--- src/rtl/core/tcw_pkg.sv ---
package tcw_pkg;

   // Default console geometry
   localparam int DEF_COLS = 80;
   localparam int DEF_ROWS = 25;

   // Cell word layout: attribute in the high byte, character in the low byte
   localparam int CELL_WIDTH = 16;
   localparam logic [7:0] ATTR_RESET = 8'h70;
   localparam logic [7:0] BLANK_CODE = 8'h20;

   // Character codes with special handling
   localparam logic [7:0] CODE_BS       = 8'd8;
   localparam logic [7:0] CODE_TAB      = 8'd9;
   localparam logic [7:0] CODE_NL       = 8'd10;
   localparam logic [7:0] CODE_CR       = 8'd13;
   localparam logic [7:0] CODE_PRINT_LO = 8'd32;
   localparam logic [7:0] CODE_PRINT_HI = 8'd126;

   // Item function codes
   localparam logic FUNC_PUT = 1'b0;
   localparam logic FUNC_SET = 1'b1;

   localparam int TAB_STEP    = 8;
   localparam int QUEUE_DEPTH = 2;

   // Decoded operation handed from the front end to the back end
   typedef enum logic [2:0] {
      OP_NOP,
      OP_NEWLINE,
      OP_RETURN,
      OP_TAB,
      OP_BACK,
      OP_PUT,
      OP_SET
   } op_kind_type;

   typedef struct packed {
      op_kind_type kind;
      logic [7:0]  code;
      logic [7:0]  col;
      logic [7:0]  row;
   } op_type;

   // Back end sequencer states
   typedef enum logic [1:0] {
      BK_CLEAR,
      BK_RUN,
      BK_COPY,
      BK_FILL
   } back_state_type;

endpackage

--- src/rtl/core/tcw_req_if.sv ---
interface tcw_req_if;
   logic       valid;
   logic       ready;
   logic       func;
   logic [7:0] char_code;
   logic [7:0] new_col;
   logic [7:0] new_row;

   modport source (output valid, output func, output char_code, output new_col,
                   output new_row, input ready);
   modport sink   (input valid, input func, input char_code, input new_col,
                   input new_row, output ready);
endinterface

--- src/rtl/core/tcw_rsp_if.sv ---
interface tcw_rsp_if;
   logic        valid;
   logic        ready;
   logic        cell_written;
   logic [10:0] cell_addr;
   logic [15:0] cell_data;
   logic        scrolled;
   logic [6:0]  cursor_col_out;
   logic [4:0]  cursor_row_out;

   modport source (output valid, output cell_written, output cell_addr,
                   output cell_data, output scrolled, output cursor_col_out,
                   output cursor_row_out, input ready);
   modport sink   (input valid, input cell_written, input cell_addr,
                   input cell_data, input scrolled, input cursor_col_out,
                   input cursor_row_out, output ready);
endinterface

--- src/rtl/core/text_console_writer_top.sv ---
// Channel   Dir  Handshake        Payload
// req_ch    in   valid / ready    func, char_code, new_col, new_row
// rsp_ch    out  valid / ready    cell_written, cell_addr, cell_data, scrolled,
//                                 cursor_col_out, cursor_row_out
// csr_*     in   csr_we           csr_wdata (text_attr)
//
// An ordinary item passes the decode queue and the execute stage, and its result is held
// in the output register; with results taken, one item per cycle can follow.
// A scroll holds the execute stage through the row copy, then the last-row fill.
// After reset a clearing pass over all ROWS*COLS cells (2000 at 80x25) blanks the store;
// req_ch.ready stays low until it ends.
// A stalled result holds in the output register while the queue takes up to two items.
module text_console_writer_top #(
   parameter int COLS = tcw_pkg::DEF_COLS,
   parameter int ROWS = tcw_pkg::DEF_ROWS
) (
   input  logic       clock,
   input  logic       reset,
   tcw_req_if.sink    req_ch,
   tcw_rsp_if.source  rsp_ch,
   input  logic       csr_we,
   input  logic [7:0] csr_wdata
);
   import tcw_pkg::*;

   logic [7:0] text_attr_ff;
   logic       clearing;
   logic       push_valid, push_ready;
   op_type     push_op;
   logic       pop_valid, pop_ready;
   op_type     pop_op;

   // Attribute register
   always_ff @(posedge clock) begin
      if (reset) begin
         text_attr_ff <= ATTR_RESET;
      end else if (csr_we) begin
         text_attr_ff <= csr_wdata;
      end
   end

   tcw_front #(
      .COLS (COLS),
      .ROWS (ROWS)
   ) u_front (
      .req_ch     (req_ch),
      .clearing   (clearing),
      .push_valid (push_valid),
      .push_ready (push_ready),
      .push_op    (push_op)
   );

   tcw_queue #(
      .DEPTH (QUEUE_DEPTH)
   ) u_queue (
      .clock      (clock),
      .reset      (reset),
      .push_valid (push_valid),
      .push_ready (push_ready),
      .push_op    (push_op),
      .pop_valid  (pop_valid),
      .pop_ready  (pop_ready),
      .pop_op     (pop_op)
   );

   tcw_back #(
      .COLS (COLS),
      .ROWS (ROWS)
   ) u_back (
      .clock     (clock),
      .reset     (reset),
      .text_attr (text_attr_ff),
      .pop_valid (pop_valid),
      .pop_ready (pop_ready),
      .pop_op    (pop_op),
      .clearing  (clearing),
      .rsp_ch    (rsp_ch)
   );

endmodule

--- src/rtl/core/tcw_ram.sv ---
module tcw_ram #(
   parameter int WIDTH = tcw_pkg::CELL_WIDTH,
   parameter int DEPTH = tcw_pkg::DEF_COLS * tcw_pkg::DEF_ROWS
) (
   input  logic                     clock,
   input  logic                     wr_en,
   input  logic [$clog2(DEPTH)-1:0] wr_addr,
   input  logic [WIDTH-1:0]         wr_data,
   input  logic [$clog2(DEPTH)-1:0] rd_addr,
   output logic [WIDTH-1:0]         rd_data
);

   logic [WIDTH-1:0] mem_ff [DEPTH];
   logic [WIDTH-1:0] rd_data_ff;

   // Write port and registered read port
   always_ff @(posedge clock) begin
      if (wr_en) begin
         mem_ff[wr_addr] <= wr_data;
      end
      rd_data_ff <= mem_ff[rd_addr];
   end

   assign rd_data = rd_data_ff;

endmodule

--- src/rtl/core/tcw_queue.sv ---
module tcw_queue #(
   parameter int DEPTH = tcw_pkg::QUEUE_DEPTH
) (
   input  logic            clock,
   input  logic            reset,
   input  logic            push_valid,
   output logic            push_ready,
   input  tcw_pkg::op_type push_op,
   output logic            pop_valid,
   input  logic            pop_ready,
   output tcw_pkg::op_type pop_op
);
   import tcw_pkg::*;

   localparam int PW = (DEPTH > 1) ? $clog2(DEPTH) : 1;
   localparam int NW = $clog2(DEPTH + 1);
   localparam logic [PW-1:0] PTR_LAST = PW'(DEPTH - 1);
   localparam logic [NW-1:0] COUNT_FULL = NW'(DEPTH);

   op_type         slot_ff [DEPTH];
   logic [PW-1:0]  wr_ptr_ff, wr_ptr_in;
   logic [PW-1:0]  rd_ptr_ff, rd_ptr_in;
   logic [NW-1:0]  count_ff, count_in;
   logic           do_push, do_pop;

   assign push_ready = (count_ff != COUNT_FULL);
   assign pop_valid  = (count_ff != '0);
   assign pop_op     = slot_ff[rd_ptr_ff];
   assign do_push    = push_valid && push_ready;
   assign do_pop     = pop_valid && pop_ready;

   // Advance pointers and occupancy
   always_comb begin
      wr_ptr_in = wr_ptr_ff;
      rd_ptr_in = rd_ptr_ff;
      count_in  = count_ff;
      if (do_push) begin
         wr_ptr_in = (wr_ptr_ff == PTR_LAST) ? '0 : wr_ptr_ff + 1'b1;
      end
      if (do_pop) begin
         rd_ptr_in = (rd_ptr_ff == PTR_LAST) ? '0 : rd_ptr_ff + 1'b1;
      end
      if (do_push && !do_pop) begin
         count_in = count_ff + 1'b1;
      end else if (do_pop && !do_push) begin
         count_in = count_ff - 1'b1;
      end
   end

   always_ff @(posedge clock) begin
      if (reset) begin
         wr_ptr_ff <= '0;
         rd_ptr_ff <= '0;
         count_ff  <= '0;
      end else begin
         wr_ptr_ff <= wr_ptr_in;
         rd_ptr_ff <= rd_ptr_in;
         count_ff  <= count_in;
      end
   end

   // Hold queued operations
   always_ff @(posedge clock) begin
      if (do_push) begin
         slot_ff[wr_ptr_ff] <= push_op;
      end
   end

endmodule

--- src/rtl/core/tcw_front.sv ---
module tcw_front #(
   parameter int COLS = tcw_pkg::DEF_COLS,
   parameter int ROWS = tcw_pkg::DEF_ROWS
) (
   tcw_req_if.sink         req_ch,
   input  logic            clearing,
   output logic            push_valid,
   input  logic            push_ready,
   output tcw_pkg::op_type push_op
);
   import tcw_pkg::*;

   localparam logic [7:0] COL_LIMIT = 8'(COLS);
   localparam logic [7:0] ROW_LIMIT = 8'(ROWS);

   // Take items only once the store is cleared and the queue has room
   assign req_ch.ready = push_ready && !clearing;
   assign push_valid   = req_ch.valid && !clearing;

   // Classify the item
   always_comb begin
      push_op.code = req_ch.char_code;
      push_op.col  = req_ch.new_col;
      push_op.row  = req_ch.new_row;
      push_op.kind = OP_NOP;
      if (req_ch.func == FUNC_SET) begin
         if ((req_ch.new_col < COL_LIMIT) && (req_ch.new_row < ROW_LIMIT)) begin
            push_op.kind = OP_SET;
         end
      end else begin
         unique case (req_ch.char_code) inside
            CODE_NL:                       push_op.kind = OP_NEWLINE;
            CODE_CR:                       push_op.kind = OP_RETURN;
            CODE_TAB:                      push_op.kind = OP_TAB;
            CODE_BS:                       push_op.kind = OP_BACK;
            [CODE_PRINT_LO:CODE_PRINT_HI]: push_op.kind = OP_PUT;
            default:                       push_op.kind = OP_NOP;
         endcase
      end
   end

endmodule

--- src/rtl/core/tcw_back.sv ---
module tcw_back #(
   parameter int COLS = tcw_pkg::DEF_COLS,
   parameter int ROWS = tcw_pkg::DEF_ROWS
) (
   input  logic            clock,
   input  logic            reset,
   input  logic [7:0]      text_attr,
   input  logic            pop_valid,
   output logic            pop_ready,
   input  tcw_pkg::op_type pop_op,
   output logic            clearing,
   tcw_rsp_if.source       rsp_ch
);
   import tcw_pkg::*;

   localparam int CELLS = COLS * ROWS;
   localparam int CW    = $clog2(COLS);
   localparam int RW    = $clog2(ROWS);
   localparam int AW    = $clog2(CELLS);
   localparam int SW    = $clog2(CELLS + 1);
   localparam int TW    = CW + 1;

   localparam logic [CW-1:0] COL_LAST      = CW'(COLS - 1);
   localparam logic [RW-1:0] ROW_LAST      = RW'(ROWS - 1);
   localparam logic [TW-1:0] TAB_ADD       = TW'(TAB_STEP);
   localparam logic [TW-1:0] TAB_MASK      = ~TW'(TAB_STEP - 1);
   localparam logic [TW-1:0] TAB_LIMIT     = TW'(COLS);
   localparam logic [SW-1:0] SWEEP_END     = SW'(CELLS);
   localparam logic [SW-1:0] SWEEP_LAST    = SW'(CELLS - 1);
   localparam logic [SW-1:0] SWEEP_COLS    = SW'(COLS);
   localparam logic [SW-1:0] LAST_ROW_BASE = SW'((ROWS - 1) * COLS);
   localparam logic [AW-1:0] ROW_PITCH     = AW'(COLS);

   back_state_type state_ff, state_in;
   logic [CW-1:0]  col_ff, col_in;
   logic [RW-1:0]  row_ff, row_in;
   logic [SW-1:0]  sweep_ff, sweep_in;
   logic           pend_ff, pend_in;
   logic [AW-1:0]  dst_ff, dst_in;
   logic [15:0]    fill_word_ff, fill_word_in;

   logic           rsp_valid_ff, rsp_valid_in;
   logic           rsp_written_ff;
   logic [10:0]    rsp_addr_ff;
   logic [15:0]    rsp_data_ff;
   logic           rsp_scrolled_ff;
   logic [6:0]     rsp_col_ff;
   logic [4:0]     rsp_row_ff;

   // Execute-stage signals
   logic           rsp_free, exec;
   logic [CW-1:0]  col_n, wr_col;
   logic [RW-1:0]  row_n;
   logic           row_step, wrote, scroll;
   logic [15:0]    data;
   logic [TW-1:0]  tab_pos;
   logic [AW-1:0]  cell_addr;

   // Store port
   logic           ram_we;
   logic [AW-1:0]  ram_waddr, ram_raddr;
   logic [15:0]    ram_wdata, ram_rdata;

   assign rsp_free  = !rsp_valid_ff || rsp_ch.ready;
   assign pop_ready = (state_ff == BK_RUN) && rsp_free;
   assign exec      = pop_ready && pop_valid;
   assign clearing  = (state_ff == BK_CLEAR);

   // Work out the cursor move and the cell write of one operation
   always_comb begin
      col_n    = col_ff;
      wr_col   = col_ff;
      row_step = 1'b0;
      wrote    = 1'b0;
      data     = '0;
      tab_pos  = (TW'(col_ff) + TAB_ADD) & TAB_MASK;
      unique case (pop_op.kind)
         OP_NEWLINE: begin
            col_n    = '0;
            row_step = 1'b1;
         end
         OP_RETURN: begin
            col_n = '0;
         end
         OP_TAB: begin
            if (tab_pos >= TAB_LIMIT) begin
               col_n    = '0;
               row_step = 1'b1;
            end else begin
               col_n = CW'(tab_pos);
            end
         end
         OP_BACK: begin
            if (col_ff != '0) begin
               col_n  = col_ff - 1'b1;
               wr_col = col_ff - 1'b1;
               wrote  = 1'b1;
               data   = {text_attr, BLANK_CODE};
            end
         end
         OP_PUT: begin
            wrote = 1'b1;
            data  = {text_attr, pop_op.code};
            if (col_ff == COL_LAST) begin
               col_n    = '0;
               row_step = 1'b1;
            end else begin
               col_n = col_ff + 1'b1;
            end
         end
         OP_SET: begin
            col_n = CW'(pop_op.col);
         end
         default: begin
            col_n = col_ff;
         end
      endcase

      // Step the row; a step past the last row scrolls
      scroll = 1'b0;
      row_n  = row_ff;
      if (pop_op.kind == OP_SET) begin
         row_n = RW'(pop_op.row);
      end else if (row_step) begin
         if (row_ff == ROW_LAST) begin
            scroll = 1'b1;
         end else begin
            row_n = row_ff + 1'b1;
         end
      end
   end

   assign cell_addr = AW'(AW'(row_ff) * ROW_PITCH) + AW'(wr_col);

   // Sequence clearing, execution, row copy and last-row fill
   always_comb begin
      state_in     = state_ff;
      col_in       = col_ff;
      row_in       = row_ff;
      sweep_in     = sweep_ff;
      pend_in      = pend_ff;
      dst_in       = dst_ff;
      fill_word_in = fill_word_ff;
      ram_we       = 1'b0;
      ram_waddr    = sweep_ff[AW-1:0];
      ram_wdata    = fill_word_ff;
      ram_raddr    = sweep_ff[AW-1:0];
      unique case (state_ff)
         BK_CLEAR: begin
            ram_we    = 1'b1;
            ram_wdata = {ATTR_RESET, BLANK_CODE};
            if (sweep_ff == SWEEP_LAST) begin
               sweep_in = '0;
               state_in = BK_RUN;
            end else begin
               sweep_in = sweep_ff + 1'b1;
            end
         end
         BK_RUN: begin
            if (exec) begin
               ram_we    = wrote;
               ram_waddr = cell_addr;
               ram_wdata = data;
               col_in    = col_n;
               row_in    = row_n;
               if (scroll) begin
                  state_in     = BK_COPY;
                  sweep_in     = SWEEP_COLS;
                  pend_in      = 1'b0;
                  fill_word_in = {text_attr, BLANK_CODE};
               end
            end
         end
         BK_COPY: begin
            // Read one row down, write the word read last cycle one row up
            if (pend_ff) begin
               ram_we    = 1'b1;
               ram_waddr = dst_ff;
               ram_wdata = ram_rdata;
            end
            if (sweep_ff == SWEEP_END) begin
               pend_in  = 1'b0;
               sweep_in = LAST_ROW_BASE;
               state_in = BK_FILL;
            end else begin
               pend_in  = 1'b1;
               dst_in   = AW'(sweep_ff - SWEEP_COLS);
               sweep_in = sweep_ff + 1'b1;
            end
         end
         BK_FILL: begin
            ram_we = 1'b1;
            if (sweep_ff == SWEEP_LAST) begin
               sweep_in = '0;
               state_in = BK_RUN;
            end else begin
               sweep_in = sweep_ff + 1'b1;
            end
         end
         default: begin
            state_in = BK_CLEAR;
         end
      endcase
   end

   always_ff @(posedge clock) begin
      if (reset) begin
         state_ff <= BK_CLEAR;
         col_ff   <= '0;
         row_ff   <= '0;
         sweep_ff <= '0;
         pend_ff  <= 1'b0;
      end else begin
         state_ff <= state_in;
         col_ff   <= col_in;
         row_ff   <= row_in;
         sweep_ff <= sweep_in;
         pend_ff  <= pend_in;
      end
   end

   always_ff @(posedge clock) begin
      dst_ff       <= dst_in;
      fill_word_ff <= fill_word_in;
   end

   // Hold the result until it is taken
   always_comb begin
      rsp_valid_in = rsp_valid_ff;
      if (exec) begin
         rsp_valid_in = 1'b1;
      end else if (rsp_ch.ready) begin
         rsp_valid_in = 1'b0;
      end
   end

   always_ff @(posedge clock) begin
      if (reset) begin
         rsp_valid_ff <= 1'b0;
      end else begin
         rsp_valid_ff <= rsp_valid_in;
      end
   end

   always_ff @(posedge clock) begin
      if (exec) begin
         rsp_written_ff  <= wrote;
         rsp_addr_ff     <= wrote ? 11'(cell_addr) : '0;
         rsp_data_ff     <= data;
         rsp_scrolled_ff <= scroll;
         rsp_col_ff      <= 7'(col_n);
         rsp_row_ff      <= 5'(row_n);
      end
   end

   assign rsp_ch.valid          = rsp_valid_ff;
   assign rsp_ch.cell_written   = rsp_written_ff;
   assign rsp_ch.cell_addr      = rsp_addr_ff;
   assign rsp_ch.cell_data      = rsp_data_ff;
   assign rsp_ch.scrolled       = rsp_scrolled_ff;
   assign rsp_ch.cursor_col_out = rsp_col_ff;
   assign rsp_ch.cursor_row_out = rsp_row_ff;

   tcw_ram #(
      .WIDTH (CELL_WIDTH),
      .DEPTH (CELLS)
   ) u_cells (
      .clock   (clock),
      .wr_en   (ram_we),
      .wr_addr (ram_waddr),
      .wr_data (ram_wdata),
      .rd_addr (ram_raddr),
      .rd_data (ram_rdata)
   );

endmodule

--- src/flat_wrapper.sv ---
// flat-port wrapper written by rule: the top's interface ports become plain ports
module text_console_writer_top_flat import tcw_pkg::*;
#(
   parameter int COLS = tcw_pkg::DEF_COLS,
   parameter int ROWS = tcw_pkg::DEF_ROWS
)
  (clock, reset, csr_we, csr_wdata, req_ch_valid, req_ch_func, req_ch_char_code, req_ch_new_col, req_ch_new_row, req_ch_ready, rsp_ch_valid, rsp_ch_cell_written, rsp_ch_cell_addr, rsp_ch_cell_data, rsp_ch_scrolled, rsp_ch_cursor_col_out, rsp_ch_cursor_row_out, rsp_ch_ready);
  tcw_req_if req_ch_i ();
  tcw_rsp_if rsp_ch_i ();
  input  logic clock;
  input  logic reset;
  input  logic csr_we;
  input  logic [7:0] csr_wdata;
  input wire logic [$bits(req_ch_i.valid)-1:0] req_ch_valid;
  input wire logic [$bits(req_ch_i.func)-1:0] req_ch_func;
  input wire logic [$bits(req_ch_i.char_code)-1:0] req_ch_char_code;
  input wire logic [$bits(req_ch_i.new_col)-1:0] req_ch_new_col;
  input wire logic [$bits(req_ch_i.new_row)-1:0] req_ch_new_row;
  output wire logic [$bits(req_ch_i.ready)-1:0] req_ch_ready;
  output wire logic [$bits(rsp_ch_i.valid)-1:0] rsp_ch_valid;
  output wire logic [$bits(rsp_ch_i.cell_written)-1:0] rsp_ch_cell_written;
  output wire logic [$bits(rsp_ch_i.cell_addr)-1:0] rsp_ch_cell_addr;
  output wire logic [$bits(rsp_ch_i.cell_data)-1:0] rsp_ch_cell_data;
  output wire logic [$bits(rsp_ch_i.scrolled)-1:0] rsp_ch_scrolled;
  output wire logic [$bits(rsp_ch_i.cursor_col_out)-1:0] rsp_ch_cursor_col_out;
  output wire logic [$bits(rsp_ch_i.cursor_row_out)-1:0] rsp_ch_cursor_row_out;
  input wire logic [$bits(rsp_ch_i.ready)-1:0] rsp_ch_ready;
  assign req_ch_i.valid = req_ch_valid;
  assign req_ch_i.func = req_ch_func;
  assign req_ch_i.char_code = req_ch_char_code;
  assign req_ch_i.new_col = req_ch_new_col;
  assign req_ch_i.new_row = req_ch_new_row;
  assign req_ch_ready = req_ch_i.ready;
  assign rsp_ch_valid = rsp_ch_i.valid;
  assign rsp_ch_cell_written = rsp_ch_i.cell_written;
  assign rsp_ch_cell_addr = rsp_ch_i.cell_addr;
  assign rsp_ch_cell_data = rsp_ch_i.cell_data;
  assign rsp_ch_scrolled = rsp_ch_i.scrolled;
  assign rsp_ch_cursor_col_out = rsp_ch_i.cursor_col_out;
  assign rsp_ch_cursor_row_out = rsp_ch_i.cursor_row_out;
  assign rsp_ch_i.ready = rsp_ch_ready;
  text_console_writer_top #(.COLS(COLS), .ROWS(ROWS)) u_core (.clock(clock), .reset(reset), .req_ch(req_ch_i), .rsp_ch(rsp_ch_i), .csr_we(csr_we), .csr_wdata(csr_wdata));
endmodule
--- config.mk ---
export PLATFORM = sky130hd
export DESIGN_NAME = text_console_writer_top_flat
export DESIGN_NICKNAME = d
export VERILOG_FILES = /design/src/rtl/core/tcw_pkg.sv /design/src/rtl/core/tcw_req_if.sv /design/src/rtl/core/tcw_rsp_if.sv /design/src/rtl/core/text_console_writer_top.sv /design/src/rtl/core/tcw_ram.sv /design/src/rtl/core/tcw_queue.sv /design/src/rtl/core/tcw_front.sv /design/src/rtl/core/tcw_back.sv /design/src/flat_wrapper.sv
export SDC_FILE = /design/constraint.sdc
export NUM_CORES = 1
export LEC_CHECK = 0
export BUFFER_PORTS_ARGS = -buffer_cell sky130_fd_sc_hd__buf_2
export CORE_MARGIN = 8
export CORE_UTILIZATION = 59
export CTS_CLUSTER_SIZE = 40
export DETAILED_ROUTE_END_ITERATION = 10
export PLACE_DENSITY = 0.81
export SKIP_LAST_GASP = 1
export SLEW_MARGIN = 0
export SYNTH_ARGS = -nofsm -noshare
export SYNTH_HDL_FRONTEND = slang
export SYNTH_HIERARCHICAL = 1
export SYNTH_SLANG_ARGS = --single-unit
export TNS_END_PERCENT = 100
--- constraint.sdc ---
create_clock -name clock -period 4.3 [get_ports clock]
set_input_delay 0.645 -clock clock [delete_from_list [all_inputs] [get_ports clock]]
set_output_delay 0.645 -clock clock [all_outputs]
set_load 0.01 [all_outputs]
Word level (Yosys, flattened, before mapping)
Memories as Yosys holds them, arrays and structs flattened. A register that Yosys moved wholly into a read port is not among the register bits.
Index checks and enable logic that the tools add are counted.
{"block": "classes", "n_eq_ne": 22, "n_mux": 41, "n_reduce_logical": 24, "addsub": 10, "n_mul": 1, "order_cmp": 5}
{"operator": "$mux W11", "n": 4}
{"operator": "$pmux W7 S5", "n": 1}
{"operator": "$pmux W11 S3", "n": 1}
{"operator": "$eq A8 B4 Y1 const B", "n": 4}
{"operator": "$pmux W16 S2", "n": 1}
{"operator": "$mux W7", "n": 4}
{"operator": "$eq A11 B11 Y1 const B", "n": 2}
{"operator": "$mux W16", "n": 1}
{"operator": "$mux W5", "n": 3}
{"operator": "$pmux W3 S5", "n": 1}
{"operator": "$mux W1", "n": 14}
{"operator": "$mux W2", "n": 6}
{"operator": "$add A11 B1 Y11 const B", "n": 1}
{"operator": "$add A11 B7 Y11", "n": 1}
{"operator": "$eq A3 B3 Y1 const B", "n": 3}
{"operator": "$logic_and A1 B1 Y1", "n": 9}
{"operator": "$add A7 B4 Y8 const B", "n": 1}
{"operator": "$ge A8 B6 Y1 const B", "n": 1}
{"operator": "$ge A8 B7 Y1 const B", "n": 1}
{"operator": "$le A8 B7 Y1 const B", "n": 1}
{"operator": "$lt A8 B5 Y1 const B", "n": 1}
{"operator": "$lt A8 B7 Y1 const B", "n": 1}
{"operator": "$add A7 B1 Y7 const B", "n": 1}
{"operator": "$eq A7 B7 Y1 const B", "n": 1}
{"operator": "25 further kinds", "n": 39}
{"block": "totals", "output_inout_bits": 43, "memories": 1, "ramBits": 54, "inputBits": 38, "reg_bits": 79, "word_cells": 119}
{"name": "u_core.u_queue.slot_ff", "words": 2, "word_bits": 27, "rd": 1, "rd_clocked_by_memory_dff": 1, "write_ports": 1, "line": "tcw_queue.sv:20", "rtl": "op_type slot_ff [DEPTH];"}

Longest topological paths before layout
{"block": "logic_depth", "word_depth": 9, "ltp_mapped": 17, "ltp_nobuf": 14}

Cells and area by module
The synthesis kept the hierarchy.
{"module": "tcw_back", "seq_area_each_um2": 1751.7, "instances": 1, "cells_per_inst": 421, "area_per_inst_um2": 4048.9}
{"module": "tcw_queue", "seq_area_each_um2": 1721.7, "instances": 1, "cells_per_inst": 108, "area_per_inst_um2": 2168.3}
{"module": "tcw_front", "seq_area_each_um2": 0.0, "instances": 1, "cells_per_inst": 47, "area_per_inst_um2": 335.3}
{"module": "text_console_writer_top", "seq_area_each_um2": 160.2, "instances": 1, "cells_per_inst": 26, "area_per_inst_um2": 295.3}

Worst setup path after synthesis
No wires, ideal clock.
{"block": "synth_path", "path_type": "register to register", "from": "reg with a tool-made name", "to": "reg u_core.u_back.rsp_addr_ff[10], in the netlist u_core/u_back/rsp_ch.cell_addr[10] (data pin)", "stages_incl_launch_ff": 18, "t_required_ns": 4.045, "period_less_slack_ns": 3.281, "arrival_time_ns": 3.027, "path_buffers": 3, "slack_ns": 1.019, "cell_sequence": "dfxtp_1 > buf_2 > buf_4 > mux2_2 > clkbuf_1 > nor2_1 > and2_1 > nand2_1 > nand2_1 > nand2_1 > ha_1 > fa_1 > a21o_1 > nand2_1 > nor3_1 > xor2_1 > xnor2_1 > and2_1"}
{"item": "end signal, assigned", "line": "tcw_back.sv:248", "rtl": "rsp_addr_ff <= wrote ? 11'(cell_addr) : '0;"}
{"item": "end, declared", "line": "tcw_back.sv:44", "rtl": "logic [10:0] rsp_addr_ff;"}

==> summary.txt <==
Run status = complete, no violations
Via Count = 4727
Final setup skew = 0.00695 ns
Setup-violating endpoint count in the final report = 0
Number of sinks driven by the clock tree = 126
Overall fraction of global-route tracks in use = 18.9%
Detailed-route vias per instance = 5.95
Gates resized, CTS repair = 0
Total Negative Setup Slacks = 0 ns
Max Root-Sink Buffers = 2
Share of power burned in the clock network = 47.9%
Sum of buffers and inverters on the critical path = 0
Layout cells sized above 1 = 23.2%
Clock slew at the register clock pins of the worst setup and hold paths = 0.06 ns
Reg power frac = 44.4%
Number of max-cap violations = 0
Initial Util = 60.3%
Initial antenna violation count = 0
Non-filler cells in the finished layout = 794
Fin crit period = 3.33 ns
Drt drc = 0
Final Max Tran Viols = 0
Post-detailed-placement half-perimeter wirelength = 9700 um
Sum of overflow across all layers after global routing = 0
Final net count = 705
Pwr dens = 408 nW/um2
LEAKAGE = 2.91 nW
Core box area = 10800 um2
Critical path data required time = 4.57 ns
Global placement routability congestion = 0.882
Crit path max-delay family = simple AND/OR/NAND/NOR gates
Die span in x = 121 um
Startpoint Class = register
Busiest grt layer = met2
Setup Crit Path Kind = reg2reg
Internal power = 2.36 mW
Total I/O pin count = 81
Minimum hold slack = 0.318 ns
Cell count after synthesis = 586
Number of placement rows = 38
Post-CTS Hold Buffers = 0
Clk Tree Root Cell = sky130_fd_sc_hd__clkbuf_8
Net switching share of the total power = 22.4%
Initial detailed-routing violation count = 356
Total routed wirelength = 13800 um
Global routing usage on met2 = 30.7%
IO Port Bufs = 80
Routed length per placed instance = 17.3 um
Slew at the pin closest to its max-slew limit = 1.06 ns
Post-CTS setup buffer count = 0
Hold path startpoint = req_ch_new_col[2]
Max FO, Critical Path = 17
Number of H-tree branching levels = 4
CP peak stage delay = 0.52 ns
Arrival @ worst endpoint = 3.61 ns
Syn Nets = 649
Type of destination of the critical path = register
Number of antenna repair diodes = 0
Syn Std Cell Area = 6530 um2
Critical-path cell list = mux2_2 -> nor2_1 -> and2_1 -> nand2_1 -> nand2_1 -> nand2_1 -> ha_1 -> fa_1 -> a21o_1 -> nand2_1 -> nor3_1 -> xor2_1 -> xnor2_1 -> and2_1
Pin count of the biggest net entering global routing = 36
Via count of the first global-routing pass = 4664
Met1 track demand over resource in global routing = 23.0%
Switching power = 0.680 mW
Fill cell total of the finished layout = 791
Synthesized area divided by synthesized cell count = 11.1 um2
Headroom to the max-slew limit = 29.6%
Peak supply drop = 302 uV
Number of placed instances with taps included = 763
Share of total power in combinational logic = 7.7%
Maximum achievable frequency = 0.300 GHz
Wire length of the first global-routing pass = 22200 um
Slack of the worst reg-to-reg path = 0.97 ns
Die Footprint = 14700 um2
TritonCTS Buffers = 17
DIE HEIGHT = 121 um
Post-route ant nets = 0
TritonCTS clock tree = yes
Yosys synthesis warning count = 6
Worst min-delay path category = in2reg
Unrepaired setup endpoints after global routing = false
Slowest stage cell on the critical path = sky130_fd_sc_hd__dfxtp_1
Share of the clock period used by the worst path after layout = 77.5%
DRT Pass-1 Iters = 5
Endpoints failing hold = 0
Synthesis-to-layout area growth = 14.2%
Met3 track demand over resource in global routing = 5.49%
Cell type with the highest occurrence count on the critical path = sky130_fd_sc_hd__nand2_1
Clock insertion delay at the later pin of the skew report = 0.52 ns
[cells in the final DEF, fill, tap and decap left out, types with 5 or more instances in the layout]
cell type / instances
sky130_fd_sc_hd__nor3_1: 10
sky130_fd_sc_hd__o211ai_1: 6
sky130_fd_sc_hd__nor2b_1: 19
sky130_fd_sc_hd__nand3b_1: 7
sky130_fd_sc_hd__nand2_1: 32
sky130_fd_sc_hd__o21ai_0: 22
sky130_fd_sc_hd__clkbuf_16: 16
sky130_fd_sc_hd__a21o_1: 7
sky130_fd_sc_hd__mux2_2: 23
sky130_fd_sc_hd__inv_1: 25
sky130_fd_sc_hd__ha_1: 23
sky130_fd_sc_hd__buf_2: 80
sky130_fd_sc_hd__xor2_1: 9
sky130_fd_sc_hd__and2_1: 15
sky130_fd_sc_hd__nand4_1: 7
sky130_fd_sc_hd__nand3_1: 13
sky130_fd_sc_hd__and3_1: 7
sky130_fd_sc_hd__mux2i_1: 11
sky130_fd_sc_hd__a21oi_1: 31
sky130_fd_sc_hd__nand2b_1: 5
sky130_fd_sc_hd__edfxtp_1: 87
sky130_fd_sc_hd__a211oi_1: 12
sky130_fd_sc_hd__dfxtp_1: 39
sky130_fd_sc_hd__nor2_1: 46
sky130_fd_sc_hd__xnor2_1: 6
[state kept, by name, indices dropped and copies added (netlist names), 2 cells and up, named ones only]
signal / flops
u_core/u_back/rsp_ch.cell_data: 16
u_core/u_queue/slot_ff: 46
u_core/u_back/state_ff: 2
u_core/u_back/ram_raddr: 11
u_core/u_back/col_ff: 7
u_core/u_back/rsp_ch.cursor_row_out: 5
u_core/u_back/rsp_ch.cursor_col_out: 7
u_core/u_back/row_ff: 5
u_core/u_queue/count_ff: 2
u_core/u_back/rsp_ch.cell_addr: 11
u_core/text_attr_ff: 8
[path summary, 6_finish.rpt]
path                                                       to  cells past startpoint
max          u_core/u_back/rsp_ch.cell_addr[10]$_SDFFCE_PN0P_                     14
min                   u_core/u_queue/slot_ff[0][10]$_DFFE_PP_                      1
max reg2reg  u_core/u_back/rsp_ch.cell_addr[10]$_SDFFCE_PN0P_                     14
min reg2reg          u_core/u_back/ram_raddr[10]$_SDFFE_PP0P_                      1
[power groups by stage]
| stage | combinational, mW | clock, mW | sequential [mW] |
|---|---|---|---|
| after floorplan | 0.177 | 0 | 1.37 |
| after global placement | 0.220 | 0 | 1.37 |
| after detailed placement | 0.229 | 0 | 1.38 |
| after CTS | 0.233 | 1.48 | 1.35 |
| after global routing | 0.259 | 1.54 | 1.35 |
| final | 0.234 | 1.46 | 1.35 |
[layout make-up]
type                    instances  area, um2  area share [%]
well taps                     140        175            2.35
repair buffers                 84        430            5.77
clock buffers                  17        414            5.55
flip-flops and latches        126       3390            45.5
clock inverters                14        193            2.58
multi-input cells             387       2760            37.0
inverters                      26       97.6            1.31
[metrics by stage]
stage                     worst slack, ns  util (%)  power (mW)  cell area [um2]
after CTS                           0.995      68.8        3.06             7460
after global routing                0.715      68.8        3.15             7460
after global placement               1.08      63.2        1.59             6850
after detailed placement             1.02      63.2        1.60             6850
final                               0.966      68.8        3.04             7460
after floorplan                      1.05         -        1.55             6530
[worst register-to-register path, stage by stage (launching register included)]
cell                      delay [ns]
sky130_fd_sc_hd__dfxtp_1        0.52
sky130_fd_sc_hd__mux2_2         0.51
sky130_fd_sc_hd__nor2_1         0.18
sky130_fd_sc_hd__and2_1         0.21
sky130_fd_sc_hd__nand2_1        0.09
sky130_fd_sc_hd__nand2_1        0.09
sky130_fd_sc_hd__nand2_1        0.06
sky130_fd_sc_hd__ha_1           0.21
sky130_fd_sc_hd__fa_1           0.42
sky130_fd_sc_hd__a21o_1         0.19
sky130_fd_sc_hd__nand2_1        0.09
sky130_fd_sc_hd__nor3_1         0.07
sky130_fd_sc_hd__xor2_1         0.16
sky130_fd_sc_hd__xnor2_1        0.13
sky130_fd_sc_hd__and2_1         0.15
[layer usage]
metal | share of wire, % | vias up | wire length [um]
met5 | 0 | - | 0
met4 | 1.6 | 0 | 225
met3 | 7.5 | 28 | 1030
met2 | 49 | 198 | 6710
met1 | 42 | 2235 | 5790
li1 | - | 2266 | -
No activity file was read; power rests on OpenSTA's default activity.
